$ cat config.mk
export PLATFORM = sky130hd
export DESIGN_NAME = sp_adj_ram
export DESIGN_NICKNAME = d
export VERILOG_FILES = /design/src/rtl/sp_adj_ram.sv
export SDC_FILE = /design/constraint.sdc
export NUM_CORES = 1
export LEC_CHECK = 0
export BUFFER_PORTS_ARGS = -buffer_cell sky130_fd_sc_hd__buf_2
export CAP_MARGIN = 20
export CELL_PAD_IN_SITES_DETAIL_PLACEMENT = 0
export CELL_PAD_IN_SITES_GLOBAL_PLACEMENT = 2
export CORE_MARGIN = 2
export CORE_UTILIZATION = 43
export DETAILED_ROUTE_END_ITERATION = 16
export PLACE_DENSITY_LB_ADDON = 0.25
export SKIP_CTS_REPAIR_TIMING = 1
export SYNTH_ARGS = -nofsm -noshare
export SYNTH_HDL_FRONTEND = slang
export SYNTH_SLANG_ARGS = --single-unit
$ cat constraint.sdc
create_clock -name i_clk -period 1.6 [get_ports i_clk]
set_input_delay 0.16 -clock i_clk [delete_from_list [all_inputs] [get_ports i_clk]]
set_output_delay 0.16 -clock i_clk [all_outputs]
set_load 0.02 [all_outputs]
$ cat src/rtl/sp_adj_ram.sv
// Generic single-port-write, single-port-read RAM with a registered read.
// Depends on nothing; used for the edge matrix and the per-vertex tables.
`timescale 1ns / 1ps

module sp_adj_ram #(
    parameter int WIDTH = 8,
    parameter int DEPTH = 16,
    localparam int AW   = $clog2(DEPTH)
) (
    input  logic             i_clk,
    input  logic             i_we,
    input  logic [AW-1:0]    i_waddr,
    input  logic [WIDTH-1:0] i_wdata,
    input  logic [AW-1:0]    i_raddr,
    output logic [WIDTH-1:0] o_rdata
);

    logic [WIDTH-1:0] r_mem [DEPTH];
    logic [WIDTH-1:0] r_rdata;

    always_ff @(posedge i_clk) begin
        if (i_we) begin
            r_mem[i_waddr] <= i_wdata;
        end
        r_rdata <= r_mem[i_raddr];
    end

    assign o_rdata = r_rdata;

endmodule

### Word level (Yosys, flattened, before mapping)

Memory sizes are Yosys's and may differ from the RTL's. A register that Yosys moved wholly into a read port is not among the register bits.
Cells that the tools add are included.

* register bits: 0
* bits in writable memories: 128
* input bits: 18
* output and inout bits: 8
* logic and storage cells: 3
* memories kept: 1

* multiplexer cells: 2

Memory list
* r_mem: words 16, bits a word 8, rd ports 1, clocked after Yosys merged registers in 1, write ports 1, RTL line 18 `logic [WIDTH-1:0] r_mem [DEPTH];`

Operators by type and width (number)
* $mux 1: 2

### Depth between registers and ports, before layout

* word-level depth: 2
* depth in mapped cells: 5
* gate-level depth less buffers: 3

### Worst setup path after synthesis

Ideal clock, no wire load.

* path kind: in2reg
* start point: in i_waddr[2]
* end point: mem r_mem[0][0] (enable)
* library setup time: 383 ps
* data arrival time: 1270 ps
* required time: 1217 ps
* setup slack: -53 ps
* stages: 2
* path buffers: 0
* path through: or3b_2 -> nor3_1

RTL lines
* start: declaration: RTL line 12 `input logic [AW-1:0] i_waddr,`
* end: declaration: RTL line 18

Straight into the memory's write port.

==> results.yml <==
run_status:
  status: "finished, final reports clean"
placed_design:
  place_congestion: 0.7242
  portBuffers: 25
  hpwl_mm: 5.947
  dp_slack_ns: -0.02723
synth:
  yosysTopAreaCellShare_pct: 74.67
  yosysWarnings: 0
  syn_avg_cell_area_um2: 22.48
  synth-seq-cells: 136
  synthFlopType: "edfxtp_1"
  synth_edf_count: 128
  yosys.cell_count.top_type: "edfxtp_1"
  yosys.area.top_type: "edfxtp_1"
  syn_inst: 229
  syn-num-nets: 247
  synth.area.top_cells: "edfxtp_1, mux4_2, mux4_1"
  synth_common_cells: "edfxtp_1, mux4_2, a22oi_1"
  synth.distinct_cells: 19
  async_reset_ff_share_pct: 0
  ys_seq_area_share_pct: 77.78
  syn-cell-area_mm2: 0.005147
sta:
  setup_viol: 0
  hold_ws_ns: 0.1274
  finalClockSkew_ns: 0.004029
  tightestPinTransition_ns: 0.6751
  finalCriticalPeriod_ns: 1.376
  slew_headroom_pct: 54.83
  fin_crit_sh_pct: 86.01
  final_max_slew_viol_count: 0
  rsz0062_at_grt: "no"
  setup_ws_ns: 0.2239
  hold_viol_final: 0
  clock.fmax_mhz: 726.7
cts:
  clk_latency_ns: 0.41
  clk_pin_slew_ns: 0.06
  cts_tree: "yes"
  numCtsBuffers: 17
  cts_buffer_depth: 2
  htree_levels: 4
  root_buffer: "clkbuf_16"
  clock_sinks: 136
layout:
  final.fill_count: 887
  ff_latch_area_mm2: 0.004004
  diodes: 0
  area_growth_pct: 18.96
  drive_gt1_share_pct: 32.21
  multi_input_area_mm2: 0.001062
  nets: 303
setup_path:
  startpoint: "r_mem[3][6]$_DFFE_PP_"
  path_max_fanout: 1
  crit_type: "reg2reg"
  crit_arrival_ns: 1.65
  reg2reg_from: "r_mem[3][6]$_DFFE_PP_"
  cp-end-kind: "register"
  cp-start-kind: "register"
  worstPathRequired_ns: 1.88
drt:
  ant_nets: 0
  routed_via_density: 5.406
  wirelength_mm: 9.325
  routedWlPerCell_um: 21.15
  via_count: 2384
  drc: 0
  drt_first_pass_iters: 4
  dr.first_iter.drc_count: 186
die:
  die_w_um: 113.4
  start_util_pct: 44.51
  coreArea_mm2: 0.01156
  dieArea_mm2: 0.01286
  io_pins: 26
  std_cell_rows: 39
  die_height_um: 113.4
worst_hold_path:
  hp-class: "in2reg"
  hold_start: "i_wdata[2]"
pwr:
  power_density_mw_per_mm2: 1317
  p_leak_nw: 2.082
  ir_worst_vdd_mv: 0.9641
global_route:
  gr-usage-all-layers_pct: 16.04
  grt_start_max_net_pins: 33
  first_global_vias: 2490
  overflow: 0
  antenna_found_initial: 0
  grt_pass1_wl_mm: 14.52
flow_run:
  maxCapViolCount: 0
## registers in the layout, summed over array words and instances, names as in the netlist
signal   count
o_rdata      8
r_mem      128
## where the power goes
group,switching [mW],internal (mW),total [mW]
logic,0.226,0.165,0.391
registers,0.0238,3.98,4.01
clock network,1.40,2.27,3.66
total,1.65,6.42,8.06
## worst max-delay path: stages, from the launching register on
cell      delay, ns
edfxtp_1       0.36
mux4_2         0.47
a22oi_1        0.28
nand2_1        0.14
## worst paths after layout
kind	endpoint	slack, ns	cells past startpoint
min reg2reg	o_rdata[4]$_DFF_P_	0.68	3
max	o_rdata[6]$_DFF_P_	0.22	3
min	r_mem[9][2]$_DFFE_PP_	0.13	1
max reg2reg	o_rdata[6]$_DFF_P_	0.22	3
## metal layers
metal	GRT usage [%]	wire length, µm	vias up
met1	21.80	4288	1244
met2	24.79	4603	48
met5	0	0	-
met4	5.122	97	0
met3	5.473	335	8
li1	-	-	1084
## placed cells by master, fill, tap and decap left out, types with 5 or more instances in the layout
cell type,count
mux4_1,14
nand2_1,9
buf_2,25
clkinvlp_4,5
a22oi_1,16
clkbuf_16,17
nor2_1,13
dfxtp_1,8
edfxtp_1,128
buf_4,20
mux4_2,18
## cell families (layout without fill, tap and decap cells)
group	after synthesis	after routing	synth area share, %
muxes	32	32	15.02
and+or+nand+nor	35	35	3.184
AOI/OAI and AO/OA	16	16	2.334
DFF	136	136	77.78
buffers and inverters	10	79	1.677
## stage by stage
stage                     power (mW)  setup TNS (ns)  instance area [µm²]  cells  utilization (%)
after detailed placement       4.481        -0.02723                 5560    409            48.08
after global routing           8.324               0                 6123    441            52.95
after global placement         4.476        -0.03227                 5560    409            48.08
after CTS                      8.120               0                 6123    441            52.95
final                          8.062               0                 6123    441            52.95
after floorplan                4.306               0                 5152    229                -
## layout make-up
type	instances	area share, %
repair buffers	47	5.149
clock inverters	14	2.186
clock buffers	18	7.009
multi-input cells	83	17.35
well taps	143	2.922
flip-flops and latches	136	65.39
Power figures use the tool's default switching activity.
