**src/rtl/sp_adj_pkg.sv**
```systemverilog
// Shared types and constants for the shortest path block over an adjacency matrix.
// Used by sp_adj_unit and shortest_paths_adjacency_matrix; depends on nothing else.
`timescale 1ns / 1ps

package sp_adj_pkg;

    localparam int NUM_VERTICES_DEF = 64;
    localparam int WEIGHT_BITS_DEF  = 16;

    localparam int VERTEX_BITS  = 6;
    localparam int WEIGHT_IN_BITS = 16;
    localparam int DIST_BITS    = 22;

    localparam logic [DIST_BITS-1:0] DIST_MAX = {DIST_BITS{1'b1}};

    typedef enum logic [1:0] {
        OP_CLEAR = 2'd0,
        OP_EDGE  = 2'd1,
        OP_RUN   = 2'd2
    } t_opcode;

endpackage

```
**src/rtl/sp_adj_unit.sv**
```systemverilog
// Shared add-saturate-compare unit: sum = sat(base + addend), less = sum < bound.
// Depends on sp_adj_pkg for the distance width and its saturation value.
`timescale 1ns / 1ps

module sp_adj_unit #(
    parameter int WEIGHT_BITS = sp_adj_pkg::WEIGHT_BITS_DEF
) (
    input  logic [sp_adj_pkg::DIST_BITS-1:0] i_base,
    input  logic [WEIGHT_BITS-1:0]           i_addend,
    input  logic [sp_adj_pkg::DIST_BITS-1:0] i_bound,
    output logic [sp_adj_pkg::DIST_BITS-1:0] o_sum,
    output logic                             o_less
);

    localparam int DW = sp_adj_pkg::DIST_BITS;
    localparam int SW = ((DW > WEIGHT_BITS) ? DW : WEIGHT_BITS) + 1;

    logic [SW-1:0] full_sum;

    assign full_sum = SW'(i_base) + SW'(i_addend);
    assign o_sum    = (full_sum > SW'(sp_adj_pkg::DIST_MAX)) ? sp_adj_pkg::DIST_MAX
                                                             : full_sum[DW-1:0];
    assign o_less   = (o_sum < i_bound);

endmodule

```
**config.mk**
```make
export PLATFORM = sky130hd
export DESIGN_NAME = sp_adj_unit
export DESIGN_NICKNAME = d
export VERILOG_FILES = /design/src/rtl/sp_adj_pkg.sv /design/src/rtl/sp_adj_unit.sv
export SDC_FILE = /design/constraint.sdc
export NUM_CORES = 1
export LEC_CHECK = 0
export ABC_CLOCK_PERIOD_IN_PS = 3800
export BUFFER_PORTS_ARGS = -buffer_cell sky130_fd_sc_hd__clkbuf_2
export CAP_MARGIN = 20
export CORE_MARGIN = 2
export CORE_UTILIZATION = 35
export DETAILED_ROUTE_END_ITERATION = 7
export SETUP_SLACK_MARGIN = 0.05
export SLEW_MARGIN = 20
export SYNTH_ARGS = -nofsm -noshare
export SYNTH_HDL_FRONTEND = slang
export SYNTH_SLANG_ARGS = --single-unit
```
**constraint.sdc**
```tcl
create_clock -name vclk -period 3.8
set_input_delay 0.19 -clock vclk [all_inputs]
set_output_delay 0.19 -clock vclk [all_outputs]
set_load 0.01 [all_outputs]
```
======== Yosys cells after proc, flatten, opt, wreduce, memory -nomap -nowiden ========
Cells that the tools add are included.
operators by class
  add/sub/neg operators ................... 1
  multiply operators ...................... 0
  divide/modulo/power cells ............... 0
  magnitude comparators ................... 2
  eq/ne operators ......................... 0
  shifts and indexed selects .............. 0
  muxes and demuxes ....................... 1
  bitwise operators ....................... 0
  reduce and logical (&&, ||, !) cells .... 0
operators with widths
  cell                  number
  $add 22x16->23        1
  $gt 23x22->1 const B  1
  $lt 22x22->1          1
  $mux 22               1
storage, ports and cells
  register bits ........................... 0
  latch bits .............................. 0
  memory bits (writable) .................. 0
  memory bits (read-only) ................. 0
  input bits .............................. 60
  output and inout port bits .............. 23
  word-level logic and storage cells ...... 4
  memories kept ........................... 0

======== Longest topological paths before layout ========
  depth in word-level cells ............... 4
  gate-level depth with buffers ........... 16
  mapped depth without buffers ............ 15

======== Worst setup path before layout ========
OpenSTA, ideal clock, no wires.
  path kind ............................... in2out
  from .................................... input port i_base[0] (netlist bit)
  to ...................................... output port o_less
  arrival ................................. 3.658 ns
  required time ........................... 3.610 ns
  setup slack ............................. -0.048 ns
  cell stages on the path ................. 15
  path buffers ............................ 0
  cells stage by stage .................... ha_1 -> fa_1 -> a211oi_2 -> o21ai_2 -> nand4_2 -> a21oi_4 -> o31ai_4 -> nand4_1 -> ha_1 -> a21o_1 -> a21o_1 -> a221o_1 -> a221oi_1 -> o31ai_1 -> a211oi_1
on the way
  longest elaborated chain between the ends .. 4
RTL lines
  what                line               source
  start: declaration  sp_adj_unit.sv:8   input logic [sp_adj_pkg::DIST_BITS-1:0] i_base,
  $add 22x16->23 *    sp_adj_unit.sv:20  assign full_sum = SW'(i_base) + SW'(i_addend);
  $gt 23x22->1        sp_adj_unit.sv:21  assign o_sum = (full_sum > SW'(sp_adj_pkg::DIST_MAX)) ? sp_adj_pkg::DIST_MAX
  $mux 22 *           sp_adj_unit.sv:21
  via o_sum, one bit  sp_adj_unit.sv:11  output logic [sp_adj_pkg::DIST_BITS-1:0] o_sum,
  $lt 22x22->1 *      sp_adj_unit.sv:23  assign o_less = (o_sum < i_bound);
  end: declaration    sp_adj_unit.sv:12  output logic o_less
Mark *: on every way through the listed nets, which the timed path passes. The rest lies on a longest branch.

======== Worst setup path in the final report ========
  from .................................... input port i_addend[0]
  to ...................................... output port o_less
on the way
  longest elaborated chain between the ends .. 4
RTL lines
  what                line               source
  start: declaration  sp_adj_unit.sv:9   input logic [WEIGHT_BITS-1:0] i_addend,
  $add 22x16->23 *    sp_adj_unit.sv:20
  $gt 23x22->1        sp_adj_unit.sv:21
  $mux 22 *           sp_adj_unit.sv:21
  $lt 22x22->1 *      sp_adj_unit.sv:23
Every way passes the cells marked *; elsewhere a longest branch is shown, timed or not.

==> reports/results.ini <==
[worst_setup_path]
required_ps = 3610
path_delay_family = compound AO/OA/AOI/OAI gates
cpPeakStageDelay_ps = 380
crit_buf_inv = 3
cp-end-kind = output pin
crit_chain = buf_6 -> ha_4 -> fa_2 -> a211oi_4 -> o21ai_2 -> nand4_2 -> a21oi_4 -> buf_4 -> a211o_1 -> mux2_2 -> ha_1 -> and2_0 -> nand4_1 -> nor4b_2 -> o221a_2 -> a211oi_2 -> buf_2
cp_slowest_cell = fa_2
crit_fanout = 4
critPathLaunchType = input pin
worstPathArrival_ps = 3500
critPathKind = input pin to output pin

[synth]
avgSynthCellArea_um2 = 7.04
yosysTopAreaCell = ha_1
yosys-top-cells-count = ha_1, nand2_1, inv_1, a21oi_1
synth-warning-count = 0
synth_most_common_cell = ha_1
seq_area_frac_synth = 0
synthCells = 247
syn_area_um2 = 1740
ys_top_cells_by_area = ha_1, nand2_1, a21oi_1, inv_1, a21o_1
syn-num-nets = 345
yosysTopAreaCellShare = 0.266
ys_types = 52

[power]
powerDensity_nw_per_um2 = 182
p_leak_nw = 1.34
ir_drop_v = 0.0000686

[worst_hold_path]
hold_path_end = o_sum[21]
min_path_type = input pin to output pin
min_from = i_base[21]
min_delay_path_depth = 3

[placed_design]
port_buffers = 83
placed_cells = 404
place_congestion = 0.857
dp_hpwl_um = 4480
placed_area_um2 = 2300

[cells_and_area]
num_antenna_cells = 0
final.fill_count = 519
area_delta_synth_final_pct = 37.4
nNetsFinal = 440
final_util = 0.502
finalNonFillerCells = 407
seq_cell_count = 0
drive_gt1_frac = 0.344
final_area_um2 = 2390
clkbuf_count = 0
seq_area_um2 = 0

[floorplan]
die_y_um = 74.5
die_w_um = 74.5
fp-row-count = 25
design.core.area_um2 = 4750
die_area_um2 = 5550
io_pins = 83
initial_core_util = 0.366

[drt]
drt-met1-wl_um = 2520
met3WireLength_um = 196
dr.pass1.iters = 4
via_per_inst = 5.09
routedWlPerCell_um = 12.5
wl_met2_um = 2340
dr.max_layer_used = met4
postRouteAntennaNets = 0
drtIter0Drc = 63
vias = 2070
routed_wl_um = 5070
drc_errors = 0

[global_route]
grt_pass1_wl_um = 8120
antenna_found_initial = 0
overflow = 0
grtUsageTotal = 0.177
grt_pass1_vias = 1858
grt_max_degree = 11

[sta]
timing.hold.ws_ps = 788
post-route-min-period_ps = 3690
worst_slew_pin_slew_ps = 429
finalSetupViolations = 0
finalHoldViolCount = 0
relSlewSlack = 0.711
rsz0062_at_grt = yes
fin_crit_sh = 0.970
max_freq_mhz = 271
slew_viol_final = 0
final.setup.tns_ps = 0

[run_status]
status = finished clean

[job]
drv_cap = 0

## cells by family after synthesis
family / Yosys count / share of synthesized area
AO/OA/AOI/OAI: 78 / 0.326
XOR/XNOR: 10 / 0.0504
adder cells (fa/ha/maj): 38 / 0.278
buffers and inverters: 32 / 0.0727
multiplexers: 3 / 0.0187
AND/OR/NAND/NOR: 86 / 0.254
## worst max-delay path by stage
stage / start / endpoint / slack, ps / cells past startpoint
after floorplan: i_base[0] / o_less / 100 / 15
after global placement: i_base[0] / o_less / 40 / 16
after detailed placement: i_base[0] / o_less / -20 / 16
after CTS: i_base[4] / o_less / 60 / 16
after global routing: i_addend[0] / o_less / -140 / 17
final: i_addend[0] / o_less / 110 / 17
## what timing repair did
action                     4_1_cts  5_1_grt
setup endpoints to repair        1        1
hold buffers                     0        0
pin swaps                        2       14
resized for setup                3       12
setup buffers                    0        3
## report_power, final
group	internal, W	total (W)	switching (W)
Clock	0	0	0
Combinational	0.000194	0.000433	0.000239
Sequential	0	0	0
## tightest hold or removal path, stage by stage
cell,delay [ps]
clkbuf_2,100
mux2_2,180
clkbuf_2,130
## stage by stage
stage | power, W | setup WS, ps
2_1_floorplan | 0.000276 | 104
3_3_place_gp | 0.000416 | 38.5
3_5_place_dp | 0.000420 | -17.0
4_1_cts | 0.000424 | 55.8
5_1_grt | 0.000486 | -138
6_report | 0.000433 | 112
## routing by layer
| layer | vias to the layer above | track usage |
|---|---|---|
| met5 | - | 0 |
| met2 | 47 | 0.287 |
| met3 | 2 | 0.00542 |
| met1 | 918 | 0.268 |
| met4 | 0 | 0.0179 |
| li1 | 1103 | - |
## placed cells by master (no fill, tap or decap), types with 2 or more instances in the layout
master    count
a211o_1       3
a211oi_1      2
a211oi_2      3
a21o_1       13
a21oi_1      22
a221oi_2      2
and3_1        4
and4_1        3
buf_4        12
buf_6         3
clkbuf_2     80
ha_1         36
inv_1        29
mux2_2        2
nand2_1      34
nand2b_1      4
nand3_1       8
nand4_1       8
nor2_1       13
o211ai_1      2
o21a_1        2
o21ai_0       7
o21ai_1       2
o21ai_2       2
o221ai_1      3
o31ai_1       2
or3_1         3
xnor2_1       8
xor2_1        2
## cell type report
type                            instances  area (um^2)  area share
Inverter                               29          109      0.0456
Timing Repair Buffer                   96          529       0.222
Tap cell                               67         83.8      0.0351
Multi-Input combinational cell        215         1670       0.698
(Power assumes the default switching activity.)
